File: src/rtl/core/vdi_ram.sv
`timescale 1ns / 1ps

// simple dual-port RAM, one write and one registered read port
module vdi_ram #(
	parameter int WIDTH = 8,
	parameter int DEPTH = 16
) (
	input  logic                                    clk,
	input  logic                                    wr_en,
	input  logic [((DEPTH > 1) ? $clog2(DEPTH) : 1)-1:0] wr_addr,
	input  logic [WIDTH-1:0]                        wr_data,
	input  logic                                    rd_en,
	input  logic [((DEPTH > 1) ? $clog2(DEPTH) : 1)-1:0] rd_addr,
	output logic [WIDTH-1:0]                        rd_data
);

	logic [WIDTH-1:0] mem_q [DEPTH];

	always_ff @(posedge clk) begin
		if (wr_en) begin
			mem_q[wr_addr] <= wr_data;
		end
		if (rd_en) begin
			rd_data <= mem_q[rd_addr];
		end
	end

endmodule

File: config.mk
export PLATFORM = sky130hd
export DESIGN_NAME = vdi_ram
export DESIGN_NICKNAME = d
export VERILOG_FILES = /design/src/rtl/core/vdi_ram.sv
export SDC_FILE = /design/constraint.sdc
export NUM_CORES = 1
export LEC_CHECK = 0
export ABC_AREA = 1
export BUFFER_PORTS_ARGS = -buffer_cell sky130_fd_sc_hd__buf_2
export CELL_PAD_IN_SITES_DETAIL_PLACEMENT = 1
export CELL_PAD_IN_SITES_GLOBAL_PLACEMENT = 2
export CORE_MARGIN = 1.5
export CORE_UTILIZATION = 37
export DETAILED_ROUTE_END_ITERATION = 16
export HOLD_SLACK_MARGIN = 0.12
export PLACE_DENSITY_LB_ADDON = 0.12
export SYNTH_ARGS = -nofsm -noshare
export SYNTH_HDL_FRONTEND = slang
export SYNTH_SLANG_ARGS = --single-unit
File: constraint.sdc
create_clock -name clk -period 1.25 [get_ports clk]
set_clock_uncertainty 0.15 [all_clocks]
set_input_delay 0.125 -clock clk [delete_from_list [all_inputs] [get_ports clk]]
set_output_delay 0.125 -clock clk [all_outputs]
set_load 0.02 [all_outputs]
# After elaboration in Yosys (flattened, before gate mapping)

Memory sizes are Yosys's and may differ from the RTL's. A register that Yosys moved wholly into a read port is not among the register bits.
Index checks and enable logic that the tools add are counted.

Muxes and demuxes: 2

Operators by type and width:

| cell             | number |
|---|---|
| 2-to-1 mux 1 bit | 2 |

Memories kept: 1
Word-level logic and storage cells: 3
Output and inout bits: 8
Input bits: 19
RAM bits: 128
Bits in registers: 0

Memory list:

| memory | depth | width | read ports | clocked after memory_dff | wr ports | line | RTL |
|---|---|---|---|---|---|---|---|
| mem_q  | 16    | 8     | 1          | 1                        | 1        | 17   | `logic [WIDTH-1:0] mem_q [DEPTH];` |

# Longest topological paths before layout

Depth after elaboration: 2
Gate-level depth with buffers: 8
Gate-level depth less buffers: 7

# Least setup slack after synthesis

Ideal clock, no wire load.

Kind: input to register
Start: input wr_addr[3] in the netlist's numbering
End: memory mem_q[4][0] (enable)
Data required time: 0.730 ns
Data arrival time: 0.706 ns
Path buffers: 0
Setup time: 0.370 ns
Path slack: 0.024 ns
Cell stages on the path: 2
Cell sequence: nand3b_1 -> nor2_1

RTL lines:

| what            | line | RTL |
|---|---|---|
| start, declared | 10   | `input logic [((DEPTH > 1) ? $clog2(DEPTH) : 1)-1:0] wr_addr,` |
| end, declared   | 17   |  |

No word-level cell before the write port.

# Worst setup path after layout

Start: register rd_data[4], read port of mem_q
End: output rd_data[4]

RTL lines:

| what            | line | RTL |
|---|---|---|
| start, declared | 14   | `output logic [WIDTH-1:0] rd_data` |

No word-level cell between the ends.

==> impl_metrics.toml <==
[critical_path]
cp.arrival_ps = 1030
crit_chain = "buf_6"
cp_top_family = "flip-flops"
reg2reg_to = "rd_data[6]"
worstSetupPathType = "flop to primary output"
crit_buf_inv = 1
reg2reg_setup_slack_ps = 0
crit_path_max_fanout = 1
max_stage_delay_ps = 440
startpoint_type = "flop"
r2r-start = "mem_q[2][6]"
r2r_cells = 6
required_ps = 980
end_kind = "primary output"
slowest_stage = "edfxtp_1"

[yosys]
synth_xor_area_frac = 0
syn_avg_cell_area_um2 = 10.6
synthTopCellsByArea = "edfxtp_1, nand2_1, nand3_1"
yosys_warnings = 0
synth_ff_type = "edfxtp_1"
synthAdderAreaFrac = 0
yosysUniqueCellTypes = 11
ys_seq_area_frac = 0.698
synth_top_family_by_area = "simple AND/OR/NAND/NOR gates"
synth_edf_count = 136
synthCells = 551
ys_ff_latch = 136
synth.most_common_cell = "nand2_1"
postSynth.asyncResetShare = 0
synth_compound_area_frac = 0
yosys.area_share.simple = 0.208
synthTopCellsByCount = "nand2_1, edfxtp_1, inv_1"
synth_mux_area_frac = 0
netlist_area_mm2 = 0.00585
syn-num-nets = 570
synth_top_cell_by_area = "edfxtp_1"
synth.top_cell.area_share = 0.698

[worst_hold_path]
hold_path.class = "primary input to flop"
hp-start = "rd_addr[2]"
hold_end = "rd_data[2]"
holdPathStages = 5

[timing]
period_share = 1.04
hold_viol = 0
fin_crit_ps = 1300
setup_violations = 3
slew_headroom = 0.704
rsz0062_at_grt = "yes"
slew_viol_final = 0
tightest_slew_ps = 444
fin_tns_setup_ps = -162
fin_ws_ps = -54.3
hold-worst-slack_ps = 141
max_clock_freq_mhz = 767

[power_and_ir_drop]
p_total_mw = 11.0
leakagePower_nw = 3.19
ir_worst_vdd_uv = 842
p_per_area_mw_per_mm2 = 1480

[final_layout]
ff_latch_area_mm2 = 0.00408
final_area_mm2 = 0.00746
fin_util = 0.487
nFillCells = 1676
drive_gt1_frac = 0.252
nets = 640
multiInputGateArea_mm2 = 0.00151
antenna_cells = 0
finalNonFillerCells = 845
syn2layout_area_growth_pct = 27.6

[floorplanning]
pin_count = 27
core_mm2 = 0.0153
rows = 45
floorplan.initialDensity = 0.382
dieArea_mm2 = 0.0166
die_y_um = 129
die_w_um = 129

[place]
gp_congestion = 0.770
place_ws_ps = -284
portBuffers = 26
place_inst = 802
place_hpwl_um = 10100
placedInstanceArea_mm2 = 0.00643

[grt]
grt_pass1_wl_um = 24700
grt_max_degree = 27
grtUsageMet2 = 0.320
grt_pass1_vias = 4084
track_usage = 0.211
grtUsageMet1 = 0.304
grtUsageMet3 = 0.0383
grt_busiest_layer = "met2"
antenna_found_initial = 0
grt_overflow = 0

[clock_tree]
cts_buffers = 17
postCtsSetupBuffers = 0
cts_root_buf = "clkbuf_16"
cts.sinks = 136
htreeDepth = 4
insertion_delay_ps = 420
clkSlewWorstSetupHoldPaths_ps = 60
cts_tree = "yes"
clk_path_buf_depth = 2

[run]
cap_violations = 0

[route]
first_iter_violations = 205
ant_nets = 0
viasPerCell = 4.69
dr.pass1.iters = 4
avgRoutedWirePerCell_um = 18.7
drc = 0
wl_um = 15800
vias = 3965

[run_status]
failed_checks = "negative setup slack"
status = "finished with violations"
[layout make-up]
type                    count  share of cell area
clock inverters            15              0.0215
well taps                 211              0.0354
multi-input cells         289               0.203
repair buffers             75              0.0847
flip-flops and latches    136               0.547
inverters                 102              0.0513
clock buffers              17              0.0570
[worst min-delay path, stage by stage]
cell and delay, ps:
buf_2 120, buf_4 150, nand3_2 80, nand3_1 60, nand2_1 60
[registers in the layout, indices dropped and copies added (netlist names)]
name and cells:
rd_data 8, mem_q 128
[worst max-delay path by stage]
stage,cells after the start,slack [ps],startpoint,endpoint
global route,1,-80,rd_data[3],rd_data[3]
CTS,1,-80,rd_data[1],rd_data[1]
floorplan,2,20,wr_addr[3],mem_q[4][0]
detailed placement,8,-280,rd_addr[0],rd_data[3]
finish,1,-50,rd_data[4],rd_data[4]
global placement,8,-280,rd_addr[0],rd_data[3]
[placed cells by master (no fill, tap or decap), types with 3 or more instances in the layout]
cell type / synthesis / layout
nand2_1: 173 / 163
clkbuf_16: 0 / 17
edfxtp_1: 136 / 136
bufinv_16: 0 / 3
buf_12: 0 / 6
buf_2: 13 / 21
dlygate4sd3_1: 0 / 11
inv_1: 100 / 98
nor2_1: 17 / 17
buf_4: 4 / 32
inv_2: 2 / 4
clkinv_2: 0 / 5
clkinvlp_4: 0 / 5
nand3_2: 0 / 50
nand3_1: 97 / 45
nand2_2: 0 / 10
buf_6: 6 / 5
[report_power, final]
group	switching, mW	total [mW]	internal [mW]
logic	0.564	0.870	0.306
clock network	1.88	4.97	3.09
registers	0.0331	5.17	5.14
total	2.47	11.0	8.54
[layer usage]
metal  share of wire  up-vias
li1                -     1926
met1            0.49     1954
met2            0.47       66
met3           0.028       19
met4           0.014        0
met5               0        -
[kinds of logic (layout without fill, tap and decap cells)]
family,after synthesis,in the layout
buffers and inverters,126,209
flip-flops,136,136
AND/OR/NAND/NOR,289,289
[timing repair]
action,4_1_cts,5_1_grt
endpoints found under the hold margin,140,0
gates resized for setup,23,53
pin swaps,4,37
hold buffers,11,0
setup endpoints to repair,10,13
No activity file was read; power rests on OpenSTA's default activity.
